[config.mk]
export PLATFORM = sky130hd
export DESIGN_NAME = tcw_ctrl
export DESIGN_NICKNAME = d
export VERILOG_FILES = /design/src/design/tcw_pkg.sv /design/src/design/tcw_ctrl.sv
export SDC_FILE = /design/constraint.sdc
export NUM_CORES = 1
export LEC_CHECK = 0
export BUFFER_PORTS_ARGS = -buffer_cell sky130_fd_sc_hd__buf_2
export CORE_AREA = 2 2 39 41
export CTS_CLUSTER_DIAMETER = 80
export DETAILED_ROUTE_END_ITERATION = 8
export DIE_AREA = 0 0 41 43
export GPL_TIMING_DRIVEN = 0
export MAX_ROUTING_LAYER = met4
export PLACE_DENSITY_LB_ADDON = 0.1
export SETUP_SLACK_MARGIN = 0.2
export SLEW_MARGIN = 20
export SYNTH_ARGS = -nofsm -noshare
export SYNTH_HDL_FRONTEND = slang
export SYNTH_SLANG_ARGS = --single-unit
export TNS_END_PERCENT = 20
[constraint.sdc]
create_clock -name clk -period 3.6 [get_ports clk]
set_input_delay 1.08 -clock clk [delete_from_list [all_inputs] [get_ports clk]]
set_output_delay 1.08 -clock clk [all_outputs]
set_load 0.005 [all_outputs]
[src/design/tcw_pkg.sv]
`timescale 1ns / 1ps
// ----------------------------------------------------------------------------
// tcw_pkg: shared types and constants of the text console writer
// operation codes, character codes, controller states and the command and
// status groups between controller and datapath
// ----------------------------------------------------------------------------
package tcw_pkg;

	localparam logic [7:0] NEWLINE_CODE = 8'd10;
	localparam logic [7:0] SPACE_CODE   = 8'd32;
	localparam logic [7:0] ATTR_RESET   = 8'd15;

	typedef enum logic [1:0] {
		OP_PRINT = 2'd0,
		OP_READ  = 2'd1,
		OP_CLEAR = 2'd2
	} op_t;

	// what a store sweep writes into each cell
	typedef enum logic [1:0] {
		SW_ZERO = 2'd0,
		SW_FILL = 2'd1,
		SW_COPY = 2'd2
	} sweep_mode_t;

	typedef enum logic [2:0] {
		ST_INIT   = 3'd0,
		ST_IDLE   = 3'd1,
		ST_EXEC   = 3'd2,
		ST_SCROLL = 3'd3,
		ST_FILL   = 3'd4,
		ST_DONE   = 3'd5
	} state_t;

	typedef struct packed {
		logic [1:0] op;
		logic [7:0] char_code;
		logic       use_cursor;
		logic [6:0] column;
		logic [4:0] line;
		logic [7:0] attribute;
	} item_t;

	typedef struct packed {
		logic [10:0] cursor_cell;
		logic [7:0]  read_char;
		logic [7:0]  read_attr;
	} result_t;

	typedef struct packed {
		logic        load;
		logic        exec;
		logic        sweep_clr;
		logic        sweep_run;
		sweep_mode_t mode;
	} dp_cmd_t;

	typedef struct packed {
		op_t  op;
		logic scroll;
		logic sweep_last;
	} dp_sts_t;

endpackage

[src/design/tcw_ctrl.sv]
`timescale 1ns / 1ps
// ----------------------------------------------------------------------------
// tcw_ctrl: controller of the text console writer
// sequences reset blanking, item execution, scroll and clear sweeps
// ----------------------------------------------------------------------------
module tcw_ctrl (
	input  logic             clk,
	input  logic             arst_n,
	input  logic             cmd_valid,
	input  logic             out_free,
	input  tcw_pkg::dp_sts_t sts,
	output tcw_pkg::dp_cmd_t ctl,
	output logic             cmd_ready,
	output logic             rsp_load
);
	import tcw_pkg::*;

	state_t state_q, state_d;

	always_ff @(posedge clk or negedge arst_n) begin
		if (!arst_n) begin
			state_q <= ST_INIT;
		end else begin
			state_q <= state_d;
		end
	end

	always_comb begin
		state_d   = state_q;
		ctl       = '0;
		ctl.mode  = SW_ZERO;
		cmd_ready = 1'b0;
		rsp_load  = 1'b0;
		case (state_q)
			ST_INIT: begin
				ctl.sweep_run = 1'b1;
				ctl.mode      = SW_ZERO;
				if (sts.sweep_last) begin
					state_d = ST_IDLE;
				end
			end
			ST_IDLE: begin
				cmd_ready = 1'b1;
				if (cmd_valid) begin
					ctl.load = 1'b1;
					state_d  = ST_EXEC;
				end
			end
			ST_EXEC: begin
				ctl.exec      = 1'b1;
				ctl.sweep_clr = 1'b1;
				case (sts.op)
					OP_PRINT: state_d = sts.scroll ? ST_SCROLL : ST_DONE;
					OP_CLEAR: state_d = ST_FILL;
					default:  state_d = ST_DONE;
				endcase
			end
			ST_SCROLL: begin
				ctl.sweep_run = 1'b1;
				ctl.mode      = SW_COPY;
				if (sts.sweep_last) begin
					state_d = ST_DONE;
				end
			end
			ST_FILL: begin
				ctl.sweep_run = 1'b1;
				ctl.mode      = SW_FILL;
				if (sts.sweep_last) begin
					state_d = ST_DONE;
				end
			end
			ST_DONE: begin
				if (out_free) begin
					rsp_load = 1'b1;
					state_d  = ST_IDLE;
				end
			end
			default: begin
				state_d = ST_IDLE;
			end
		endcase
	end

endmodule
After elaboration in Yosys (flattened, before gate mapping) --
Cells that the tools add are included.
Storage, ports and cells: bits in registers 3, latch bits 0, bits in writable memories 0, ROM bits 0, bits of input ports 8, output and inout bits 8, logic and storage cells 29, memories kept 0
Operators by class: add/sub/neg operators 0, $mul 0, div/mod/pow operators 0, order comparisons 0, equal/unequal tests 10, shift-type cells 0, muxes and demuxes 14, bitwise logic cells 0, reduce and logical (&&, ||, !) cells 4
Operators by type and width (count):
- $mux 3 | 5
- $pmux 3 s5 | 1
- $pmux 3 s3 | 1
- $eq 3x2->1 const B | 2
- $eq 3x3->1 const B | 2
- $ne 2x2->1 const B | 3
- $pmux 3 s2 | 1
- $mux 1 | 5
- $reduce_and 4->1 | 1
- $eq 3x1->1 const B | 1
- $logic_not 3->1 | 1
- $eq 2x2->1 const B | 1
- $logic_not 2->1 | 1
- $mux 2 | 1
- $ne 2x1->1 const B | 1
- $reduce_or 2->1 | 1

Logic depth before layout (Yosys ltp) --
Gate-level depths: netlist (run 1).
depth after elaboration 4, mapped depth 4, gate-level depth less buffers 3

Worst setup path after synthesis (run 1) --
No wires, ideal clock.
path kind input-to-output, start input out_free, end output rsp_load, arrival time 1.235 ns, required time 2.520 ns, slack 1.285 ns, stages on the path 2, path buffers 0, path through nand2_1 > nor2_1
On the way: word-level cells in the longest chain between the ends 2
Ends and longest elaborated chain:
- start, declared | line tcw_ctrl.sv:10 | input logic out_free,
- $mux 1 | line tcw_ctrl.sv:73 | if (out_free) begin
- $mux 1 | line tcw_ctrl.sv:34 | case (state_q)
- end, declared | line tcw_ctrl.sv:14 | output logic rsp_load
Every way passes these cells.

==> results of run 1 <==
## layout make-up
cell class | instances | area (um^2) | area share [%]
inverters | 2 | 7.507 | 2.143
flip-flops and latches | 3 | 75.07 | 21.43
repair buffers | 15 | 75.07 | 21.43
multi-input cells | 21 | 130.1 | 37.14
well taps | 16 | 20.02 | 5.714
plain buffers | 3 | 16.27 | 4.643
clock buffers | 4 | 26.28 | 7.500
## kinds of logic after synthesis
group,after synthesis
AOI/OAI and AO/OA,7
DFF,3
and+or+nand+nor,14
buffers and inverters,5
## worst paths after layout
check                      depth (start not counted)        from         end
hold / removal                                     1  state_q[2]  state_q[1]
setup reg to reg                                   2  state_q[0]  state_q[1]
min in group asynchronous                          1      arst_n  state_q[1]
setup / recovery                                   3   cmd_valid      ctl[5]
hold reg to reg                                    1  state_q[2]  state_q[1]
max in group asynchronous                          1      arst_n  state_q[0]
## through the flow
stage | utilization (%) | hold slack, ns | power [mW] | setup slack [ns] | instance area [um^2]
2_1_floorplan | - | 0.4957 | 0.1585 | 1.285 | 229.0
3_3_place_gp | 23.42 | 0.5685 | 0.2154 | 1.083 | 324.1
3_5_place_dp | 23.42 | 0.5503 | 0.2149 | 1.081 | 324.1
4_1_cts | 25.32 | 0.5499 | 0.2760 | 1.081 | 350.3
5_1_grt | 25.32 | 0.5847 | 0.2982 | 1.021 | 350.3
6_report | 25.32 | 0.5521 | 0.2703 | 1.085 | 350.3
## power by group through the flow
| stage | sequential (mW) | combinational (mW) | clock [mW] |
|---|---|---|---|
| after global placement | 0.0631 | 0.152 | 0 |
| after CTS | 0.0623 | 0.152 | 0.0618 |
| after detailed placement | 0.0628 | 0.152 | 0 |
| after global routing | 0.0647 | 0.167 | 0.0666 |
| final | 0.0625 | 0.149 | 0.0590 |
| after floorplan | 0.0585 | 0.100 | 0 |
## per-layer routing
metal	track usage, %	up-vias	wire length (um)
li1	-	138	-
met1	11.97	119	270
met2	10.63	10	271
met3	4.712	4	32
met4	8.000	0	25
met5	-	-	0
## synthesized netlist by cell type (2+ instances only)
cell      count  area [um^2]
nand2_1       3        11.26
nand2b_1      3        18.77
o21ai_0       2        10.01
nor2_1        4        15.01
dfrtp_1       3        75.07
inv_1         2        7.510
==> summary.md, run 1 <==
| Metric | Value |
|---|---|
| Status | `complete, no violations` |
| Initial antenna violation count | `0` |
| Die area | `1763 um^2` |
| GRT Total Usage | `9.485%` |
| Htree depth | `1` |
| Vias in the first global route | `261` |
| Worst path cell trace | `buf_2 -> and2_1 -> buf_2` |
| Hold Vio Cnt, Final | `0` |
| R2R Setup Slk | `2.35 ns` |
| Post-synthesis compound-gate area fraction | `22.95%` |
| Largest family of logic cells by synthesized area | `simple AND/OR/NAND/NOR gates` |
| Non-filler cells, final | `64` |
| Post-DR vias/cell | `4.234` |
| Post_cts resized | `0` |
| Critical path endpoint category | `primary output` |
| Combinational share of power | `55.1%` |
| Setup CP Type | `in2out` |
| Pwr dens | `771.5 nW/um^2` |
| Sequential Power Share | `23.1%` |
| Post-CTS Repair Setup Buffers | `0` |
| Starting Density | `16.55%` |
| Setup TNS | `0 ns` |
| DRC violations left | `0` |
| Clock period minus final worst setup slack | `2.515 ns` |
| CTS max path bufs | `2` |
| Int Pwr | `0.1619 mW` |
| Commonest non-fill, non-tap cells in the layout | `buf_2 (16), nor2_1 (4)` |
| Largest net degree at the start of global routing | `11` |
| CTS tree | `built` |
| Worst-path clk slew | `0.04 ns` |
| GRT overflow | `0` |
| Worst path required time | `2.52 ns` |
| Endpoints failing setup | `0` |
| TritonRoute pass-1 iters | `4` |
| RSZ-0062 raised after global routing | `no` |
| Slowest CP cell | `and2_1` |
| Mapped Cells | `29` |
| CP bufs+invs | `2` |
| Async S/R FF share, synth | `100.0%` |
| Clock Skews | `0.002484 ns` |
| Rows | `14` |
| Worst-margin pin slew | `0.3785 ns` |
| WL/cell | `9.359 um` |
| Port Buffer Count | `15` |
| Fmax | `0.3977 GHz` |
| Top Registers | `state_q x3` |
| CP peak stage delay | `0.12 ns` |
| Most common cell after layout, fill and taps aside | `buf_2` |
| Crit Path Max Fanout | `3` |
| Avg Synthesized Cell Area | `7.896 um^2` |
| Max-cap violations | `0` |
| Final period util | `69.85%` |
| Syn. warnings | `0` |
| Slew margin rel. | `74.77%` |
| Worst path most repeated cell | `buf_2` |
| Sequential fraction of the synthesis area | `32.79%` |
| Post-Synth XOR/XNOR Area | `0%` |
| Worst Path Arrival | `1.43 ns` |
| FF+latch count, synth | `3` |
| Layout cell share with drive strength beyond 1 | `45.83%` |
| Library cells used by synthesis | `18` |
| Dpl cells | `60` |
| Max-slew violation count | `0` |
| Maximum vdd drop | `0.1943 mV` |
| Crit start category | `primary input` |
| Simple logic cell fraction of the synthesized area | `33.88%` |
| Worst skew pair latency | `0.23 ns` |
| Gpl congestion | `0.6960` |
| Die Y | `43 um` |
| Net switching power | `0.1084 mW` |
| Mux share of post-synthesis cell area | `0%` |
| Syn_nets | `37` |
| Layout fillers | `168` |
| CTS Buf Count | `3` |
| Max reg flops | `3` |
| Core area | `1384 um^2` |
| I/O pin total | `16` |
| Largest Register | `state_q` |
| Hold-fix buffers at CTS | `0` |
| Synth Area in Adders | `0%` |
| First-pass GRT wire length | `1055 um` |
| DR iter-0 viols | `3` |
| DP HPWL | `463.9 um` |
| Routed via count | `271` |
| P_leak | `0.1858 nW` |
| CTS sink count | `3` |
| Hold WC Path Type | `reg2reg` |
| Post-route ant nets | `0` |
| Fin nets | `57` |
| Delay-heaviest family, CP | `buffers and inverters` |
| Primary FF master, synth | `dfrtp_1` |
| Number of synthesized flops with an enable pin | `0` |
| Total Routed Length | `599 um` |
| Clk root buf | `clkbuf_4` |
| Syn Std Cell Area | `229.0 um^2` |
| Diode count | `0` |
| Clock power frac | `21.8%` |
| Die width | `41 um` |
| Net Sw Frac | `40.12%` |
| Area growth, synth to finish | `53.01%` |
(Power assumes the default switching activity.)
==> inputs of run 2 (changes only) <==
Clock period 3.6 ns to 2.22 ns, I/O delays scaled along.
==> run 2 against run 1 <==
Worst hold slack got worse by 0.33 ns. Count of clock-buffer cells in the layout unchanged. Clock skew hardly changed. Clock power up 61%. Power is 68% higher. Critical endpoint unchanged.
==> summary.md, run 2 (synthesis gave the netlist of run 1 again) <==
| Metric | Value |
|---|---|
| Layout fillers | `166 (-1.2%)` |
| Pwr dens | `1264 nW/um^2 (+64%)` |
| Area growth, synth to finish | `56.83%` |
| Clock power frac | `20.9% (-0.9 points)` |
| Int Pwr | `0.2718 mW (+68%)` |
| WL/cell | `9.656 um (+3.2%)` |
| Die width | `41 um (unchanged)` |
| Sequential Power Share | `22.7% (-0.4 points)` |
| TritonRoute pass-1 iters | `2 (-2)` |
| First-pass GRT wire length | `1076 um (+2.0%)` |
| Setup CP Type | `reg2out` |
| Starting Density | `16.55% (unchanged)` |
| Worst path required time | `1.55 ns (-0.97 ns)` |
| P_leak | `0.1910 nW (+2.8%)` |
| Hold WC Path Type | `in2async` |
| Combinational share of power | `56.4% (+1.3 points)` |
| Net switching power | `0.1822 mW (+68%)` |
| Total Routed Length | `618 um (+3.2%)` |
| Max-slew violation count | `0 (unchanged)` |
| DRC violations left | `0 (unchanged)` |
| Most common cell after layout, fill and taps aside | `buf_2` |
| Post-route ant nets | `0 (unchanged)` |
| I/O pin total | `16 (unchanged)` |
| Worst Path Arrival | `1.26 ns (-0.17 ns)` |
| Setup TNS | `0 ns (unchanged)` |
| Die Y | `43 um (unchanged)` |
| Clock Skews | `0.002340 ns (-0.0001443 ns)` |
| Slew margin rel. | `84.62% (+9.9 points)` |
| Max-cap violations | `0 (unchanged)` |
| Crit Path Max Fanout | `10 (+7)` |
| DP HPWL | `463.9 um (unchanged)` |
| Critical path endpoint category | `primary output` |
| Vias in the first global route | `264 (+1.1%)` |
| Non-filler cells, final | `64 (unchanged)` |
| CTS sink count | `3 (unchanged)` |
| CTS Buf Count | `3 (unchanged)` |
| Largest net degree at the start of global routing | `11 (unchanged)` |
| CTS max path bufs | `2 (unchanged)` |
| Routed via count | `264 (-2.6%)` |
| CTS tree | `built` |
| Fmax | `0.5186 GHz` |
| RSZ-0062 raised after global routing | `no` |
| Initial antenna violation count | `0 (unchanged)` |
| Crit start category | `flip-flop` |
| Worst-path clk slew | `0.04 ns (about the same)` |
| Maximum vdd drop | `0.3288 mV (+69%)` |
| Net Sw Frac | `40.13% (about the same)` |
| Worst path cell trace | `clkbuf_4 -> inv_1 -> nor3_2 -> and2_1 -> buf_2` |
| Core area | `1384 um^2 (unchanged)` |
| Worst skew pair latency | `0.23 ns (about the same)` |
| GRT overflow | `0 (unchanged)` |
| Dpl cells | `60 (unchanged)` |
| Die area | `1763 um^2 (unchanged)` |
| Clock period minus final worst setup slack | `1.928 ns` |
| Final period util | `86.85%` |
| Port Buffer Count | `15 (unchanged)` |
| DR iter-0 viols | `5 (+2)` |
| Hold Vio Cnt, Final | `0 (unchanged)` |
| Status | `complete, no violations` |
| CP peak stage delay | `0.35 ns (+0.23 ns)` |
| Fin nets | `57 (unchanged)` |
| Max reg flops | `3 (unchanged)` |
| Final instance area | `359.1 um^2 (+2.5%)` |
| Post-CTS Repair Setup Buffers | `0 (unchanged)` |
| Gpl congestion | `0.6960 (unchanged)` |
| Slowest CP cell | `dfrtp_1` |
| GRT Total Usage | `9.691% (+0.21 points)` |
| Worst-margin pin slew | `0.2277 ns (-0.1508 ns)` |
| Commonest non-fill, non-tap cells in the layout | `buf_2 (15), clkbuf_4 (4), nor2_1 (4)` |
| Top Registers | `state_q x3` |
| Diode count | `0 (unchanged)` |
| Layout cell share with drive strength beyond 1 | `50.00% (+4.2 points)` |
| Clk root buf | `clkbuf_4` |
| Placement Cell Area | `324.1 um^2 (unchanged)` |
| Rows | `14 (unchanged)` |
| Endpoints failing setup | `0 (unchanged)` |
| Htree depth | `1 (unchanged)` |
| Post-DR vias/cell | `4.125 (-2.6%)` |
| Largest Register | `state_q` |
| Final Util | `25.95% (+0.63 points)` |
| Hold-fix buffers at CTS | `0 (unchanged)` |
-- run 2: changes by cell type in the layout (fill, tap and decap cells not counted) --
cell	previous run	this run
buf_2	16	15
nor3_1	1	0
clkbuf_2	0	1
clkbuf_1	2	1
clkbuf_4	3	4
nor3_2	0	1
-- run 2: path summary, 6_finish.rpt --
check	to	slack [ns]	cells past startpoint	startpoint
setup reg to reg	state_q[1]	0.97	2	state_q[0]
hold / removal	state_q[1]	0.22	1	arst_n
setup / recovery	ctl[5]	0.29	5	state_q[0]
min in group clk	state_q[1]	0.57	1	state_q[2]
hold reg to reg	state_q[1]	0.57	1	state_q[2]
max in group asynchronous	state_q[0]	1.89	1	arst_n
-- run 2: final cells by class --
cell class / instances / area (um^2) / area share [%]
tap: 16 / 20.02 / 5.575
buffer: 3 / 20.02 / 5.575
sequential: 3 / 75.07 / 20.91
clock buffer: 4 / 26.28 / 7.317
inverter: 2 / 7.507 / 2.091
timing repair buffer: 15 / 75.07 / 20.91
multi-input combinational: 21 / 135.1 / 37.63
-- run 2: critical path: cells and delay by family, from the launching register on --
kind | cells | cell delay [ns]
DFF | 1 | 0.35
and+or+nand+nor | 2 | 0.30
buffers and inverters | 3 | 0.37
-- run 2: what timing repair did --
item / 4_1_cts / 5_1_grt
gates resized for setup: 1 / 2
hold endpoints to repair: 0 / 0
pin swaps: 0 / 0
endpoints found under the setup margin: 2 / 1
-- run 2: power by group through the flow --
stage / combinational, mW / sequential (mW) / clock, mW
after floorplan: 0.162 / 0.0948 / 0
after global placement: 0.247 / 0.102 / 0
after detailed placement: 0.247 / 0.102 / 0
after CTS: 0.249 / 0.101 / 0.100
after global routing: 0.285 / 0.107 / 0.108
final: 0.256 / 0.103 / 0.0947
-- run 2: per-layer routing --
layer  GRT usage (%)  vias to the layer above  share of wire [%]
li1                -                      137                  -
met1           12.62                      119                 47
met2           10.63                        8                 48
met3           4.712                        0                4.5
met4           8.000                        0                  0
met5               -                        -                  0
-- run 2: through the flow --
| stage | hold WS [ns] | power (mW) | worst slack, ns |
|---|---|---|---|
| 2_1_floorplan | 0.3704 | 0.2570 | 0.5973 |
| 3_3_place_gp | 0.4637 | 0.3492 | 0.4087 |
| 3_5_place_dp | 0.4622 | 0.3484 | 0.3997 |
| 4_1_cts | 0.2101 | 0.4500 | 0.2174 |
| 5_1_grt | 0.2127 | 0.5000 | 0.1885 |
| 6_report | 0.2206 | 0.4540 | 0.2919 |
==> inputs of run 3 (changes only) <==
Settings changed: MAX_ROUTING_LAYER met4 to default.
==> run 3 against run 2 <==
Die area did not move. Sequential share of layout area stayed put. Cell count is the same. Count of clock-buffer cells in the layout is the same. Largest power group unchanged. Clock skew unchanged.
==> summary.md, run 3 (synthesis gave the netlist of run 1 again) <==
| Metric | Value |
|---|---|
| Hold WC Path Type | `in2async` |
| Largest Register | `state_q` |
| DRC violations left | `0 (unchanged)` |
| Status | `complete, no violations` |
| Htree depth | `1 (unchanged)` |
| Crit path to | `ctl[5]` |
| Clk root buf | `clkbuf_4` |
| Cell depth of the worst flop-to-flop path | `2 (unchanged)` |
| First-pass GRT wire length | `1076 um (unchanged)` |
| Setup TNS | `0 ns (unchanged)` |
| Area growth, synth to finish | `56.83% (unchanged)` |
| Critical path endpoint category | `primary output` |
| Worst path cell trace | `clkbuf_4 -> inv_1 -> nor3_2 -> and2_1 -> buf_2` |
| Final instance area | `359.1 um^2 (unchanged)` |
| Most common cell after layout, fill and taps aside | `buf_2` |
| Worst-margin pin slew | `0.2277 ns (unchanged)` |
| Max reg flops | `3 (unchanged)` |
| CP bufs+invs | `3 (unchanged)` |
| Worst skew pair latency | `0.23 ns (about the same)` |
| Fmax | `0.5186 GHz (unchanged)` |
| Die width | `41 um (unchanged)` |
| Gpl congestion | `0.6888 (-1.0%)` |
| Worst path required time | `1.55 ns (about the same)` |
| Max-cap violations | `0 (unchanged)` |
| CP peak stage delay | `0.35 ns (about the same)` |
| Core area | `1384 um^2 (unchanged)` |
| Multi-input combinational cell area | `135.1 um^2 (unchanged)` |
| Fin nets | `57 (unchanged)` |
| R2R Path Start | `state_q[0]` |
| Commonest non-fill, non-tap cells in the layout | `buf_2 (15), clkbuf_4 (4), nor2_1 (4)` |
| CTS Buf Count | `3 (unchanged)` |
| Die Y | `43 um (unchanged)` |
| Pwr dens | `1264 nW/um^2 (unchanged)` |
| I/O pin total | `16 (unchanged)` |
| CTS sink count | `3 (unchanged)` |
| Crit start category | `flip-flop` |
| Final period util | `86.85% (unchanged)` |
| Largest net degree at the start of global routing | `11 (unchanged)` |
| Clock Skews | `0.002340 ns (unchanged)` |
| Dpl cells | `60 (unchanged)` |
| Worst Path Arrival | `1.26 ns (about the same)` |
| Port Buffer Count | `15 (unchanged)` |
| CTS max path bufs | `2 (unchanged)` |
| Crit Path Max Fanout | `10 (unchanged)` |
| DP HPWL | `463.9 um (unchanged)` |
| Post_cts resized | `1 (unchanged)` |
| Initial antenna violation count | `0 (unchanged)` |
| Hold Vio Cnt, Final | `0 (unchanged)` |
| Post-DR vias/cell | `4.125 (unchanged)` |
| Clock period minus final worst setup slack | `1.928 ns (unchanged)` |
| RSZ-0062 raised after global routing | `no` |
| GRT overflow | `0 (unchanged)` |
| Setup CP Type | `reg2out` |
| Slew margin rel. | `84.62% (unchanged)` |
| Top Registers | `state_q x3` |
| TritonRoute pass-1 iters | `2 (unchanged)` |
| Crit path from | `state_q[0]` |
| Post-route ant nets | `0 (unchanged)` |
| P_leak | `0.1910 nW (unchanged)` |
| Max-slew violation count | `0 (unchanged)` |
| Diode count | `0 (unchanged)` |
| FF+latch area | `75.07 um^2 (unchanged)` |
| Total Routed Length | `618 um (unchanged)` |
| Capturing point of the worst reg2reg path | `state_q[1]` |
| R2R Setup Slk | `0.97 ns (about the same)` |
| Rows | `14 (unchanged)` |
| Hold-fix buffers at CTS | `0 (unchanged)` |
| WL/cell | `9.656 um (unchanged)` |
| Non-filler cells, final | `64 (unchanged)` |
| Routed via count | `264 (unchanged)` |
| CTS tree | `built` |
| Post-CTS Repair Setup Buffers | `0 (unchanged)` |
| Die area | `1763 um^2 (unchanged)` |
| Vias in the first global route | `264 (unchanged)` |
| GRT Total Usage | `9.457% (-0.23 points)` |
| Design Power | `0.4540 mW (unchanged)` |
| Maximum vdd drop | `0.3288 mV (unchanged)` |
| Delay-heaviest family, CP | `buffers and inverters` |
| Slowest CP cell | `dfrtp_1` |
| DR iter-0 viols | `5 (unchanged)` |
| Crit path depth | `5 (unchanged)` |
| Starting Density | `16.55% (unchanged)` |
| Placement Cell Area | `324.1 um^2 (unchanged)` |
| Worst-path clk slew | `0.04 ns (about the same)` |
| Layout cell share with drive strength beyond 1 | `50.00% (unchanged)` |
| Endpoints failing setup | `0 (unchanged)` |
| Layout fillers | `166 (unchanged)` |
run 3: cell counts in the layout (fill, tap and decap cells not counted):
Identical to the previous run, type by type.
run 3: layout make-up:
class | instances | share of cell area [%]
clock buffers | 4 | 7.317
multi-input cells | 21 | 37.63
repair buffers | 15 | 20.91
flip-flops and latches | 3 | 20.91
plain buffers | 3 | 5.575
well taps | 16 | 5.575
inverters | 2 | 2.091
run 3: worst min path at each step:
stage / start / endpoint / slack, ns / cells past startpoint
final: arst_n / state_q[1] / 0.22 / 1
after global routing: arst_n / state_q[1] / 0.21 / 1
after CTS: arst_n / state_q[1] / 0.21 / 1
after detailed placement: arst_n / state_q[1] / 0.46 / 1
after global placement: arst_n / state_q[1] / 0.46 / 1
after floorplan: arst_n / state_q[0] / 0.37 / 0
run 3: layer usage:
| layer | up-vias | global-route usage, % | wire, um |
|---|---|---|---|
| met3 | 0 | 5.236 | 34 |
| met1 | 119 | 12.30 | 285 |
| met2 | 8 | 10.63 | 297 |
| met4 | 0 | 8.000 | 0 |
| met5 | - | 0 | 0 |
| li1 | 137 | - | - |
run 3: per-stage QoR:
step / hold WS (ns) / utilization, % / setup WS [ns]
3_5_place_dp: 0.4622 / 23.42 / 0.3997
6_report: 0.2206 / 25.95 / 0.2919
2_1_floorplan: 0.3704 / - / 0.5973
5_1_grt: 0.2127 / 25.95 / 0.1885
3_3_place_gp: 0.4637 / 23.42 / 0.4087
4_1_cts: 0.2101 / 25.41 / 0.2174
run 3: where the power goes:
part / switching, mW / internal [mW] / leakage (nW) / total [mW]
clock network: 0.0274 / 0.0673 / 0.0150 / 0.0947
registers: 0.0232 / 0.0801 / 0.0367 / 0.103
logic: 0.132 / 0.124 / 0.139 / 0.256
total: 0.182 / 0.272 / 0.191 / 0.454
